--- src/hw/rtl/id_number_validator_macros.svh ---
// Assertion macros for the identity number checker.
// Expects clk and arst_n in the scope of each use.
`ifndef ID_NUMBER_VALIDATOR_MACROS_SVH
`define ID_NUMBER_VALIDATOR_MACROS_SVH

`ifndef SYNTH

// Same-cycle implication.
`define IDV_ASSERT_NOW(label, ante, cons) \
	label: assert property (@(posedge clk) disable iff (!arst_n) (ante) |-> (cons)) \
		else $error("id checker: same-cycle rule failed");

// Next-cycle implication.
`define IDV_ASSERT_NEXT(label, ante, cons) \
	label: assert property (@(posedge clk) disable iff (!arst_n) (ante) |=> (cons)) \
		else $error("id checker: next-cycle rule failed");

`else

`define IDV_ASSERT_NOW(label, ante, cons)
`define IDV_ASSERT_NEXT(label, ante, cons)

`endif

`endif

--- src/hw/rtl/idval_pkg.sv ---
// Types, constants and small helper functions for the identity number checker.
// No dependencies.
`timescale 1ns / 1ps

package idval_pkg;

	localparam int unsigned NUM_CHARS    = 18;
	localparam int unsigned POS_W        = 5;
	localparam int unsigned YEAR_W       = 14;
	localparam int unsigned MD_W         = 7;
	localparam int unsigned CFG_MONTH_W  = 4;
	localparam int unsigned CFG_DAY_W    = 5;
	localparam int unsigned CFG_IDX_W    = 2;

	localparam logic [POS_W-1:0] LAST_POS = POS_W'(NUM_CHARS - 1);

	localparam logic [7:0] ASCII_ZERO = 8'h30;
	localparam logic [7:0] ASCII_NINE = 8'h39;
	localparam logic [7:0] ASCII_X    = 8'h58;

	localparam logic [3:0] CHECK_X_VAL = 4'd10;

	localparam logic [YEAR_W-1:0] RST_YEAR  = YEAR_W'(2019);
	localparam logic [CFG_MONTH_W-1:0] RST_MONTH = CFG_MONTH_W'(1);
	localparam logic [CFG_DAY_W-1:0] RST_DAY = CFG_DAY_W'(1);

	typedef enum logic [CFG_IDX_W-1:0] {
		REG_YEAR  = 2'd0,
		REG_MONTH = 2'd1,
		REG_DAY   = 2'd2
	} cfg_reg_t;

	// lowest bit first: format_ok, birth_date_ok, check_ok, id_valid
	typedef struct packed {
		logic id_valid;
		logic check_ok;
		logic birth_date_ok;
		logic format_ok;
	} result_t;

	// weight of position p is 2^(17-p) mod 11
	function automatic logic [3:0] pos_weight(input logic [POS_W-1:0] pos);
		logic [3:0] w;
		case (pos)
			5'd0:    w = 4'd7;
			5'd1:    w = 4'd9;
			5'd2:    w = 4'd10;
			5'd3:    w = 4'd5;
			5'd4:    w = 4'd8;
			5'd5:    w = 4'd4;
			5'd6:    w = 4'd2;
			5'd7:    w = 4'd1;
			5'd8:    w = 4'd6;
			5'd9:    w = 4'd3;
			5'd10:   w = 4'd7;
			5'd11:   w = 4'd9;
			5'd12:   w = 4'd10;
			5'd13:   w = 4'd5;
			5'd14:   w = 4'd8;
			5'd15:   w = 4'd4;
			5'd16:   w = 4'd2;
			default: w = 4'd0;
		endcase
		return w;
	endfunction

	// v mod 11 for v below 128: reciprocal estimate, then one correction
	function automatic logic [3:0] mod11(input logic [6:0] v);
		logic [13:0] prod;
		logic [3:0]  q;
		logic [7:0]  r;
		prod = 14'(v) * 14'd93;
		q = prod[13:10];
		r = 8'(v) - 8'(q) * 8'd11;
		if (r >= 8'd11) begin
			r = r - 8'd11;
		end
		return r[3:0];
	endfunction

endpackage

--- src/hw/rtl/id_number_validator.sv ---
// Identity number checker top level: 18 ASCII characters in, one verdict out.
// Depends on idval_pkg and id_number_validator_macros.svh.
//
//   channel  | direction | payload
//   ---------+-----------+-----------------------------------------------------
//   s_*      | in        | tdata[7:0] char_code
//   m_*      | out       | tdata[3:0] format_ok, birth_date_ok, check_ok, id_valid
//   cfg_*    | in        | cfg_index: 0 year, 1 month, 2 day; cfg_data value
//
// One character per clock sustained, unless the 18th waits on an untaken verdict.
// A character is registered, then its sum/date update (or the final verdict) is a
// single pass of logic into the state and result registers.
// arst_n clears position, sum and flags and loads the default current date.
// A stalled m side holds the verdict; the input register keeps taking items
// until a second verdict would be needed.
`timescale 1ns / 1ps

`include "id_number_validator_macros.svh"

module id_number_validator
	import idval_pkg::*;
(
	input  logic        clk,
	input  logic        arst_n,
	input  logic        s_tvalid,
	output logic        s_tready,
	input  logic [7:0]  s_tdata,      // [7:0] char_code
	output logic        m_tvalid,
	input  logic        m_tready,
	output logic [7:0]  m_tdata,      // [0] format_ok [1] birth_date_ok [2] check_ok
	                                  // [3] id_valid [7:4] zero
	input  logic        cfg_valid,
	output logic        cfg_ready,
	input  logic [1:0]  cfg_index,
	input  logic [13:0] cfg_data
);

	logic [YEAR_W-1:0]      cur_year_q;
	logic [CFG_MONTH_W-1:0] cur_month_q;
	logic [CFG_DAY_W-1:0]   cur_day_q;

	logic              valid_s1;
	logic [7:0]        char_s1;

	logic [POS_W-1:0]  pos_q;
	logic [3:0]        sum_q;
	logic              fmt_err_q;
	logic [YEAR_W-1:0] year_q;
	logic [MD_W-1:0]   month_q;
	logic [MD_W-1:0]   day_q;

	logic              out_valid_q;
	result_t           out_q;

	logic              is_digit;
	logic [3:0]        digit;
	logic              is_last;
	logic              out_free;
	logic              fire_s1;
	logic [6:0]        prod;
	logic [4:0]        sum_ext;
	logic [3:0]        sum_next;
	logic [YEAR_W+3:0] year_x10;
	logic [MD_W+3:0]   month_x10;
	logic [MD_W+3:0]   day_x10;
	logic [4:0]        day_limit;
	logic              date_ok;
	logic [3:0]        expect_val;
	logic [3:0]        check_val;
	result_t           res;

	assign cfg_ready = 1'b1;

	always_ff @(posedge clk or negedge arst_n) begin
		if (!arst_n) begin
			cur_year_q  <= RST_YEAR;
			cur_month_q <= RST_MONTH;
			cur_day_q   <= RST_DAY;
		end else if (cfg_valid) begin
			case (cfg_reg_t'(cfg_index))
				REG_YEAR:  cur_year_q  <= cfg_data[YEAR_W-1:0];
				REG_MONTH: cur_month_q <= cfg_data[CFG_MONTH_W-1:0];
				REG_DAY:   cur_day_q   <= cfg_data[CFG_DAY_W-1:0];
				default: ;
			endcase
		end
	end

	// the stage stalls only on the last character while a verdict is still waiting
	assign is_last  = (pos_q == LAST_POS);
	assign out_free = !out_valid_q || m_tready;
	assign fire_s1  = valid_s1 && (!is_last || out_free);
	assign s_tready = !valid_s1 || fire_s1;

	always_ff @(posedge clk or negedge arst_n) begin
		if (!arst_n) begin
			valid_s1 <= 1'b0;
		end else if (s_tready) begin
			valid_s1 <= s_tvalid;
		end
	end

	always_ff @(posedge clk) begin
		if (s_tready && s_tvalid) begin
			char_s1 <= s_tdata;
		end
	end

	assign is_digit = (char_s1 >= ASCII_ZERO) && (char_s1 <= ASCII_NINE);
	assign digit    = is_digit ? 4'(char_s1 - ASCII_ZERO) : 4'd0;

	assign prod     = 7'(digit) * 7'(pos_weight(pos_q));
	assign sum_ext  = 5'(sum_q) + 5'(mod11(prod));
	assign sum_next = (sum_ext >= 5'd11) ? 4'(sum_ext - 5'd11) : sum_ext[3:0];

	assign year_x10  = {year_q, 3'b000} + {3'b000, year_q, 1'b0} + 18'(digit);
	assign month_x10 = {month_q, 3'b000} + {3'b000, month_q, 1'b0} + 10'(digit);
	assign day_x10   = {day_q, 3'b000} + {3'b000, day_q, 1'b0} + 10'(digit);

	always_comb begin
		case (month_q)
			7'd2:                      day_limit = (year_q[1:0] == 2'b00) ? 5'd29 : 5'd28;
			7'd4, 7'd6, 7'd9, 7'd11:   day_limit = 5'd30;
			default:                   day_limit = 5'd31;
		endcase
		date_ok = (month_q >= 7'd1) && (month_q <= 7'd12)
			&& (day_q >= 7'd1) && (day_q <= 7'(day_limit))
			&& (year_q <= cur_year_q);
		if (year_q == cur_year_q) begin
			if (month_q > 7'(cur_month_q)) begin
				date_ok = 1'b0;
			end else if ((month_q == 7'(cur_month_q)) && (day_q > 7'(cur_day_q))) begin
				date_ok = 1'b0;
			end
		end
	end

	assign expect_val = (sum_q <= 4'd1) ? 4'(4'd1 - sum_q) : 4'(4'd12 - sum_q);
	assign check_val  = is_digit ? digit : CHECK_X_VAL;

	always_comb begin
		res.format_ok     = !fmt_err_q && (is_digit || (char_s1 == ASCII_X));
		res.birth_date_ok = res.format_ok && date_ok;
		res.check_ok      = res.format_ok && (check_val == expect_val);
		res.id_valid      = res.birth_date_ok && res.check_ok;
	end

	always_ff @(posedge clk or negedge arst_n) begin
		if (!arst_n) begin
			pos_q     <= '0;
			sum_q     <= '0;
			fmt_err_q <= 1'b0;
			year_q    <= '0;
			month_q   <= '0;
			day_q     <= '0;
		end else if (fire_s1) begin
			if (is_last) begin
				// start over for the next number
				pos_q     <= '0;
				sum_q     <= '0;
				fmt_err_q <= 1'b0;
				year_q    <= '0;
				month_q   <= '0;
				day_q     <= '0;
			end else begin
				pos_q <= pos_q + 5'd1;
				sum_q <= sum_next;
				if (!is_digit) begin
					fmt_err_q <= 1'b1;
				end
				if ((pos_q >= 5'd6) && (pos_q <= 5'd9)) begin
					year_q <= year_x10[YEAR_W-1:0];
				end else if ((pos_q == 5'd10) || (pos_q == 5'd11)) begin
					month_q <= month_x10[MD_W-1:0];
				end else if ((pos_q == 5'd12) || (pos_q == 5'd13)) begin
					day_q <= day_x10[MD_W-1:0];
				end
			end
		end
	end

	always_ff @(posedge clk or negedge arst_n) begin
		if (!arst_n) begin
			out_valid_q <= 1'b0;
		end else if (fire_s1 && is_last) begin
			out_valid_q <= 1'b1;
		end else if (m_tready) begin
			out_valid_q <= 1'b0;
		end
	end

	always_ff @(posedge clk) begin
		if (fire_s1 && is_last) begin
			out_q <= res;
		end
	end

	assign m_tvalid = out_valid_q;
	assign m_tdata  = {4'b0000, out_q};

	`IDV_ASSERT_NOW(a_pos_range, 1'b1, pos_q <= LAST_POS)
	`IDV_ASSERT_NEXT(a_wrap, fire_s1 && is_last, pos_q == '0 && out_valid_q)
	`IDV_ASSERT_NEXT(a_s1_hold, valid_s1 && !fire_s1, valid_s1 && $stable(char_s1))
	`IDV_ASSERT_NOW(a_verdict, out_valid_q,
		out_q.id_valid == (out_q.birth_date_ok && out_q.check_ok))
	`IDV_ASSERT_NOW(a_fmt_gate, out_valid_q && !out_q.format_ok,
		!out_q.birth_date_ok && !out_q.check_ok)

endmodule

--- config.mk ---
export PLATFORM = sky130hd
export DESIGN_NAME = id_number_validator
export DESIGN_NICKNAME = d
export VERILOG_FILES = /design/src/hw/rtl/idval_pkg.sv /design/src/hw/rtl/id_number_validator.sv
export VERILOG_INCLUDE_DIRS = /design/src /design/src/hw/rtl
export SDC_FILE = /design/constraint.sdc
export NUM_CORES = 1
export LEC_CHECK = 0
export BUFFER_PORTS_ARGS = -buffer_cell sky130_fd_sc_hd__buf_2
export CORE_ASPECT_RATIO = 1.25
export CORE_MARGIN = 2
export CORE_UTILIZATION = 43
export CTS_BUF_LIST = sky130_fd_sc_hd__clkbuf_8
export DETAILED_ROUTE_END_ITERATION = 12
export PLACE_DENSITY = 0.63
export SLEW_MARGIN = 20
export SYNTH_ARGS = -nofsm -noshare
export SYNTH_HDL_FRONTEND = slang
export SYNTH_SLANG_ARGS = --single-unit
--- constraint.sdc ---
create_clock -name clk -period 10.65 [get_ports clk]
set_clock_uncertainty 0.1 [all_clocks]
set_input_delay 0.5325 -clock clk [delete_from_list [all_inputs] [get_ports clk]]
set_output_delay 0.5325 -clock clk [all_outputs]
set_load 0.01 [all_outputs]
==> results.md, run 1 <==
* Die footprint at 18200 um2
* Largest net degree at the start of global routing at 64
* Most common cell on crit path: inv_1
* FF-to-FF Start: pos_q[0]
* Slew @ Worst Pin at 938 ps
* Period utilisation layout at 96.4%
* EDFF count, synth at 12
* Max FO, Critical Path at 4
* Worst EP required at 10780 ps
* Initial Util at 43.9%
* Rows at 53
* Comb pwr share at 63.7%
* Clock Power Share at 10.7%
* Via density at 5.17
* FF+latch area at 1950 um2
* Die Wd at 121 um
* Final Non-Filler Cells at 1118
* Crit path time final at 10270 ps
* CTS tree: built
* Clock Tree Buf Depth at 2
* Hold-fix buffers at CTS at 0
* Area contributors post-synth: ha_1 23%, dfrtp_1 18%, fa_1 6.8%
* Post-route DRC violation count at 0
* Wire per inst at 14.1 um
* Cell area after layout at 8780 um2
* Worst hold path class: input pin to flop
* Switch Pwr at 0.000822 W
* Clock root buffer: clkbuf_8
* Core area at 16800 um2
* Headroom to the max-slew limit at 37.1%
* CTS Sinks at 75
* # IOs at 40
* Met2 usage at 31.6%
* Most Used Layer, Global Route: met2
* Tot Pwr at 0.00187 W
* Nets at 1082
* Flops & latches, synth at 75
* Worst skew pair latency at 350 ps
* Dpl hpwl at 12000 um
* Ys flop type: dfrtp_1
* Die Ht at 150 um
* Int Power at 0.00104 W
* Vias in the first global route at 5558
* ANT cells at 0
* Final wirelength at 15800 um
* Clk slew on worst S/H paths at 80 ps
* Synth Instances at 805
* Yosys warning total at 0
* All-Layer GR Usage at 17.4%
* CP max-delay cell: fa_2
* Iteration-0 DRC Markers at 268
* Drt first pass iters at 5
* Crit path DAT at 10400 ps
* Critical R2R Capture: sum_q[2]
* Max cap viols at 0
* GRT overflow at 0
* Asr flop ratio synth at 84.0%
* Final ANT Viol Nets at 0
* GR Util met3 at 2.50%
* Place WS at -99.0 ps
* Synth-to-Final Area Change at 19.2%
* Placer Congestion at 0.830
* Multi-input logic area at 5390 um2
* Leak at 4.42 nW
* CTS Buf Count at 9
* GR Util met1 at 22.0%
* Seq/Total Area, Yosys at 26.5%
* Fmax at 97.4 MHz
* Type of origin of the critical path: flop
* Post-Syn Area per Cell at 9.15 um2
* Synth cell types at 63
* H-Tree Level Count at 3
* Cell Pwr Density at 212 nW/um2
* Placed cell areas at 8040 um2
* Initial antenna violation count at 0
* Final worst slack at 385 ps
* CP endpoint: sum_q[2]
* Commonest non-fill, non-tap cell in the layout: ha_1
* Maximum vdd drop at 319 uV
* CP startpoint: pos_q[0]
* Yosys top cell area share at 22.9%
* Fillers at 1507
* Setup-failing EPs final at 0
* Final Slew Violations at 0
* Worst Setup End Kind: flop
* Placed Cells at 1081
* Sw frac at 44.1%
* Worst r2r path cells at 47
* Routed via count at 5780
* Final hold violation count at 0
* Most frequent cells in the layout: 114 x ha_1, 94 x inv_1, 77 x nand2_1, 55 x buf_4, 50 x dfrtp_1
* Reg power frac at 25.6%
* Flop-to-flop setup slack at 380 ps
* CP max stage delay at 560 ps
* Global-route wire length before repair at 25700 um
* WS Path Type: flop to flop
* Status: completed
* Port Buf Inserts at 34
* Mapped Area at 7360 um2
* Layout cells sized above 1 at 22.8%
* Synth area leader: ha_1
metrics by stage:
stage          utilization (%)  hold WS, ps  TNS (ps)
3_3_place_gp              47.9          378         0
6_report                  52.3          248         0
4_1_cts                   49.2          228         0
5_1_grt                   52.3          224      -271
2_1_floorplan                -          137         0
3_5_place_dp              47.9          395      -276
cell families after synthesis:
| logic type | count (synthesis) | synth area share, % |
|---|---|---|
| compound gates | 179 | 15.6 |
| simple gates | 205 | 13.5 |
| other cells | 2 | 0.102 |
| mux | 14 | 2.19 |
| fa+ha+maj | 160 | 29.7 |
| flops | 75 | 26.5 |
| buf+inv | 119 | 6.34 |
| xor+xnor | 51 | 6.07 |
area by class of cell:
type / instances / area share [%]
clock buffers: 10 / 1.57
repair buffers: 91 / 6.90
multi-input cells: 614 / 61.4
inverters: 102 / 4.42
flip-flops and latches: 75 / 22.2
well taps: 220 / 3.13
clock inverters: 6 / 0.385
synthesized netlist by cell type (15+ instances only):
cell	number
a21o_1	24
a21oi_1	47
nand2_1	79
inv_1	99
ha_1	135
xnor2_1	40
o21ai_1	20
nor3_1	15
dfrtp_1	53
nor2_1	44
o21ai_0	33
fa_1	25
power by group through the flow:
stage          clock network [W]  registers (W)  logic, W
2_1_floorplan                  0       0.000441  0.000818
3_3_place_gp                   0       0.000484   0.00102
3_5_place_dp                   0       0.000485   0.00104
4_1_cts                 0.000206       0.000480   0.00106
5_1_grt                 0.000219       0.000492   0.00135
6_report                0.000200       0.000477   0.00119
worst min-delay path by stage:
| stage | start | to | slack (ps) | depth (start not counted) |
|---|---|---|---|---|
| floorplan | arst_n | cur_day_q[1] | 140 | 0 |
| global placement | year_q[13] | year_q[13] | 380 | 2 |
| detailed placement | year_q[13] | year_q[13] | 390 | 2 |
| CTS | s_tdata[7] | char_s1[7] | 230 | 1 |
| global route | s_tdata[1] | char_s1[1] | 220 | 1 |
| finish | s_tdata[7] | char_s1[7] | 250 | 1 |
state kept, by name, indices dropped and copies added, names as in the netlist, 4 cells and up:
name and count:
month_q 7, m_tdata 4, char_s1 8, pos_q 5
cur_day_q 5, year_q 14, cur_year_q 14, day_q 7
cur_month_q 4, sum_q 4
worst max-delay path: cells and delay by family (launching register included):
| kind | cells | cell delay [ps] |
|---|---|---|
| AOI/OAI and AO/OA | 13 | 2480 |
| buffers and inverters | 9 | 540 |
| xor gates and xnor gates | 3 | 460 |
| DFF | 1 | 440 |
| and+or+nand+nor | 7 | 770 |
| adders and majority gates | 13 | 4850 |
| muxes | 2 | 520 |
routing by layer:
| layer | routed length (um) | share of wire, % |
|---|---|---|
| met1 | 7160 | 45 |
| met2 | 8130 | 51 |
| met3 | 350 | 2.2 |
| met4 | 175 | 1.1 |
| met5 | 0 | 0 |
what timing repair did:
action,CTS,global route
resized for setup,6,62
endpoints found under the setup margin,4,4
pin swaps,11,46
buffers inserted,3,18
Power figures use the tool's default switching activity.
==> inputs of run 2 (changes only) <==
--- a/config.mk
+++ b/config.mk
@@ -7,12 +7,11 @@
 export NUM_CORES = 1
 export LEC_CHECK = 0
 export BUFFER_PORTS_ARGS = -buffer_cell sky130_fd_sc_hd__buf_2
-export CORE_ASPECT_RATIO = 1.25
+export CORE_ASPECT_RATIO = 0.7
 export CORE_MARGIN = 2
 export CORE_UTILIZATION = 43
 export CTS_BUF_LIST = sky130_fd_sc_hd__clkbuf_8
 export DETAILED_ROUTE_END_ITERATION = 12
-export PLACE_DENSITY = 0.63
 export SLEW_MARGIN = 20
 export SYNTH_ARGS = -nofsm -noshare
 export SYNTH_HDL_FRONTEND = slang
==> run 2 against run 1 <==
Compared with the run above:
- final cell count up 0.36%
- sequential share of layout area down 0.27 points
- setup slack worse by 160 ps
- worst hold slack worse by 12 ps
- critical endpoint is now sum_q[0]
==> results.md, run 2 (synthesis gave the netlist of run 1 again) <==
* Status: completed
* Crit path time final at 10420 ps
* Final ANT Viol Nets at 0
* Die Wd at 160 um
* Place WS at -228 ps
* CP max stage delay at 550 ps
* Nets at 1081
* Crit path DAT at 10570 ps
* Vias in the first global route at 5489
* WS Path Type: flop to flop
* Die Ht at 113 um
* Max FO, Critical Path at 4
* Largest net degree at the start of global routing at 64
* Maximum vdd drop at 138 uV
* Most frequent cells in the layout: 111 x ha_1, 87 x inv_1, 76 x nand2_1, 51 x buf_4, 50 x dfrtp_1
* Type of origin of the critical path: flop
* CTS Buf Count at 9
* Via density at 5.09
* All-Layer GR Usage at 18.1%
* Regs by FF count: cur_year_q x14, year_q x14, char_s1 x8
* Initial antenna violation count at 0
* H-Tree Level Count at 3
* Final worst slack at 228 ps
* RSZ-0062 raised after global routing: yes
* Global-route wire length before repair at 27000 um
* Headroom to the max-slew limit at 37.4%
* CTS Sinks at 75
* Placer Congestion at 0.813
* Most common cell on crit path: fa_1
* Final hold violation count at 0
* Initial Util at 44.5%
* Drt first pass iters at 4
* Final Slew Violations at 0
* # IOs at 40
* Port Buf Inserts at 34
* Clock Tree Buf Depth at 2
* Post-route DRC violation count at 0
* Setup-failing EPs final at 0
* ANT cells at 0
* Reg power frac at 24.7%
* Core area at 16500 um2
* Dpl hpwl at 12400 um
* Slew @ Worst Pin at 932 ps
* Iteration-0 DRC Markers at 272
* GRT overflow at 0
* Placed cell areas at 8100 um2
* Fillers at 1522
* Clock Power Share at 13.1%
* Layout cells sized above 1 at 24.2%
* WHS Path Cells at 1
* Sw frac at 43.8%
* Switch Pwr at 0.000855 W
* Cell area after layout at 8890 um2
* Rows at 39
* Int Power at 0.00110 W
* Worst Setup End Kind: flop
* Hold slack at 236 ps
* Wire per inst at 14.6 um
* Worst hold path class: input pin to flop
* Clk slew on worst S/H paths at 100 ps
* Comb pwr share at 62.2%
* Leak at 4.42 nW
* Die footprint at 18200 um2
* Final wirelength at 16300 um
* Commonest non-fill, non-tap cell in the layout: ha_1
* Cell Pwr Density at 220 nW/um2
* Fmax at 96.0 MHz
* Worst r2r path cells at 50
* Period utilisation layout at 97.9%
* Synth-to-Final Area Change at 20.7%
* Max cap viols at 0
* Routed via count at 5711
* Worst EP required at 10790 ps
* CP max-delay cell: fa_1
* Tot Pwr at 0.00195 W
* Clock root buffer: clkbuf_8
* CTS tree: built
* Worst skew pair latency at 360 ps
-- run 2: cell types whose count changed in the layout (fill, tap and decap cells not counted), moves of 3 or more --
cell   previous run  this run
ha_1            114       111
buf_6             2         5
inv_2             7        13
inv_1            94        87
buf_4            55        51
-- run 2: layer usage --
layer  vias to the layer above  routed length, um  GRT usage, %
li1                       2967                  -             -
met4                         0                116          2.76
met3                         9                437          2.80
met5                         -                  0             0
met2                        81               6480          25.5
met1                      2654               9310          29.4
-- run 2: layout make-up --
class | instances | area [um2] | share of cell area (%)
clock buffer | 9 | 124 | 1.39
tap | 225 | 282 | 3.17
sequential | 75 | 1950 | 22.0
inverter | 102 | 388 | 4.36
multi-input combinational | 614 | 5430 | 61.1
clock inverter | 7 | 101 | 1.14
timing repair buffer | 90 | 609 | 6.85
-- run 2: what timing repair did --
item | 4_1_cts | 5_1_grt
hold buffers | 0 | 0
endpoints found under the setup margin | 4 | 4
endpoints found under the hold margin | 0 | 0
buffers inserted | 3 | 11
gates resized for setup | 13 | 76
pin swaps | 11 | 62
-- run 2: path summary, 6_finish.rpt --
check | startpoint | to | slack (ps)
worst max-delay path | pos_q[0] | sum_q[0] | 230
worst min register to register | year_q[13] | year_q[13] | 400
max in group asynchronous | arst_n | pos_q[3] | 9600
min in group asynchronous | arst_n | valid_s1 | 250
worst max register to register | pos_q[0] | sum_q[0] | 230
worst min-delay path | s_tdata[6] | char_s1[6] | 240
-- run 2: stage by stage --
stage / instances / utilization, % / setup TNS [ps]
after global placement: 1092 / 48.9 / -66.5
final: 1122 / 53.7 / 0
after global routing: 1122 / 53.7 / -858
after detailed placement: 1092 / 48.9 / -641
after CTS: 1111 / 50.8 / 0
after floorplan: 808 / - / 0
-- run 2: power groups by stage --
| stage | logic, W | clock network (W) | registers (W) |
|---|---|---|---|
| after global placement | 0.00106 | 0 | 0.000480 |
| after detailed placement | 0.00107 | 0 | 0.000480 |
| final | 0.00121 | 0.000255 | 0.000482 |
| after global routing | 0.00138 | 0.000277 | 0.000497 |
| after CTS | 0.00111 | 0.000263 | 0.000475 |
| after floorplan | 0.000818 | 0 | 0.000441 |
-- run 2: worst max-delay path, delay by kind of cell (launching register included) --
kind | cells | cell delay [ps]
fa+ha+maj | 15 | 5290
buf+inv | 12 | 910
compound gates | 9 | 1550
xor+xnor | 4 | 670
mux | 1 | 220
simple gates | 9 | 1110
flops | 1 | 440
==> inputs of run 3 (changes only) <==
--- a/config.mk
+++ b/config.mk
@@ -6,12 +6,12 @@
 export SDC_FILE = /design/constraint.sdc
 export NUM_CORES = 1
 export LEC_CHECK = 0
-export BUFFER_PORTS_ARGS = -buffer_cell sky130_fd_sc_hd__buf_2
 export CORE_ASPECT_RATIO = 0.7
 export CORE_MARGIN = 2
 export CORE_UTILIZATION = 43
 export CTS_BUF_LIST = sky130_fd_sc_hd__clkbuf_8
 export DETAILED_ROUTE_END_ITERATION = 12
+export DONT_BUFFER_PORTS = 1
 export SLEW_MARGIN = 20
 export SYNTH_ARGS = -nofsm -noshare
 export SYNTH_HDL_FRONTEND = slang
==> run 3 against run 2 <==
Compared with the run above:
- flip-flop and latch count did not move
- first-iteration DRC count increased by 7.4%
- power increased by 5.8%
- register-to-register slack got worse by 30 ps
- critical path type unchanged
- critical endpoint is now sum_q[2]
==> results.md, run 3 (synthesis gave the netlist of run 1 again) <==
* Initial Util at 44.5%
* Via density at 5.35
* RSZ-0062 raised after global routing: yes
* Setup TNS at 0 ps
* Type of origin of the critical path: flop
* Final hold violation count at 0
* HP Start: s_tdata[1]
* Crit path time final at 10460 ps
* CTS Sinks at 75
* Worst Setup End Kind: flop
* Worst skew pair latency at 370 ps
* Core area at 16500 um2
* Slew @ Worst Pin at 860 ps
* Rows at 39
* Routed via count at 5837
* Synth-to-Final Area Change at 18.4%
* Worst hold path class: input pin to flop
* Largest net degree at the start of global routing at 64
* Port Buf Inserts at 0
* CP startpoint: pos_q[0]
* Max FO, Critical Path at 4
* Placed cell areas at 7890 um2
* Die footprint at 18200 um2
* Cell Pwr Density at 237 nW/um2
* WS Path Type: flop to flop
* Wire per inst at 15.5 um
* Cell area after layout at 8720 um2
* Worst r2r path cells at 47
* Drt first pass iters at 5
* Post-route DRC violation count at 0
* Final Slew Violations at 0
* Final Non-Filler Cells at 1092
* Final wirelength at 16900 um
* All-Layer GR Usage at 18.9%
* Headroom to the max-slew limit at 42.1%
* Setup-failing EPs final at 0
* CP max-delay cell: fa_1
* Clock Tree Buf Depth at 2
* Period utilisation layout at 98.2%
* Final ANT Viol Nets at 0
* Regs by FF count: cur_year_q x14, year_q x14, char_s1 x8
* Dpl hpwl at 12800 um
* Crit path DAT at 10610 ps
* Clk slew on worst S/H paths at 100 ps
* WHS Path Cells at 0
* Status: completed
* Hold slack at 150 ps
* Die Wd at 160 um
* Layout cells sized above 1 at 21.0%
* Fillers at 1467
* Placer Congestion at 0.919
* H-Tree Level Count at 3
* GRT overflow at 0
* Die Ht at 113 um
* CTS Buf Count at 9
* ANT cells at 0
* # IOs at 40
* FF-to-FF Start: pos_q[0]
* Maximum vdd drop at 155 uV
* Worst EP required at 10800 ps
* Fmax at 95.6 MHz
* CP max stage delay at 540 ps
* Global-route wire length before repair at 28200 um
* Commonest non-fill, non-tap cell in the layout: ha_1
* Nets at 1051
* Final Util at 52.7%
* Leak at 4.37 nW
* Clock root buffer: clkbuf_8
* Most frequent cells in the layout: 119 x ha_1, 91 x inv_1, 76 x nand2_1, 54 x buf_4, 49 x dfrtp_1
* Initial antenna violation count at 0
* Max cap viols at 0
* Iteration-0 DRC Markers at 292
* CTS tree: built
* Vias in the first global route at 5967
* Placed Cells at 1053
-- run 3: per-layer routing --
| layer | share of wire (%) | up-vias | global-route usage (%) |
|---|---|---|---|
| met3 | 2.8 | 20 | 2.62 |
| li1 | - | 2894 | - |
| met4 | 0.95 | 0 | 3.90 |
| met2 | 46 | 98 | 31.1 |
| met5 | 0 | - | 0 |
| met1 | 50 | 2825 | 26.8 |
-- run 3: path summary, 6_finish.rpt --
| kind | slack (ps) | endpoint |
|---|---|---|
| worst max-delay path | 190 | sum_q[2] |
| worst min-delay path | 150 | char_s1[1] |
| worst max register to register | 190 | sum_q[2] |
| worst min register to register | 410 | year_q[13] |
| max in group asynchronous | 9500 | cur_year_q[9] |
| min in group asynchronous | 610 | m_tvalid |
-- run 3: where the power goes --
group / switching (W) / internal [W] / leakage, nW / total, W
registers: 0.000108 / 0.000373 / 0.892 / 0.000482
logic: 0.000681 / 0.000649 / 3.37 / 0.00133
clock network: 0.000120 / 0.000134 / 0.110 / 0.000253
total: 0.000909 / 0.00116 / 4.37 / 0.00207
-- run 3: critical path, delay by kind of cell (launching register included) --
| family | cells | cell delay [ps] |
|---|---|---|
| XOR/XNOR | 2 | 250 |
| adder cells (fa/ha/maj) | 13 | 5250 |
| buffers and inverters | 12 | 860 |
| flip-flops | 1 | 440 |
| AO/OA/AOI/OAI | 11 | 1930 |
| AND/OR/NAND/NOR | 7 | 940 |
| multiplexers | 2 | 550 |
-- run 3: cell type report --
class                   count  area, um2  share of cell area [%]
repair buffers             60        488                    5.60
well taps                 225        282                    3.23
clock inverters             7       98.8                    1.13
clock buffers               9        124                    1.42
inverters                 102        385                    4.42
multi-input cells         614       5390                    61.8
flip-flops and latches     75       1950                    22.4
-- run 3: through the flow --
stage               total power, W  setup slack [ps]
floorplan                  0.00126              20.4
global placement           0.00149             -20.0
finish                     0.00207               195
CTS                        0.00186             0.925
detailed placement         0.00154              -306
global route               0.00224              -266
-- run 3: repair_timing --
action / CTS / global route
hold buffers: 2 / 0
pin swaps: 19 / 41
resized for setup: 17 / 69
setup buffers: 5 / 16
endpoints found under the setup margin: 4 / 4
hold endpoints to repair: 63 / 0
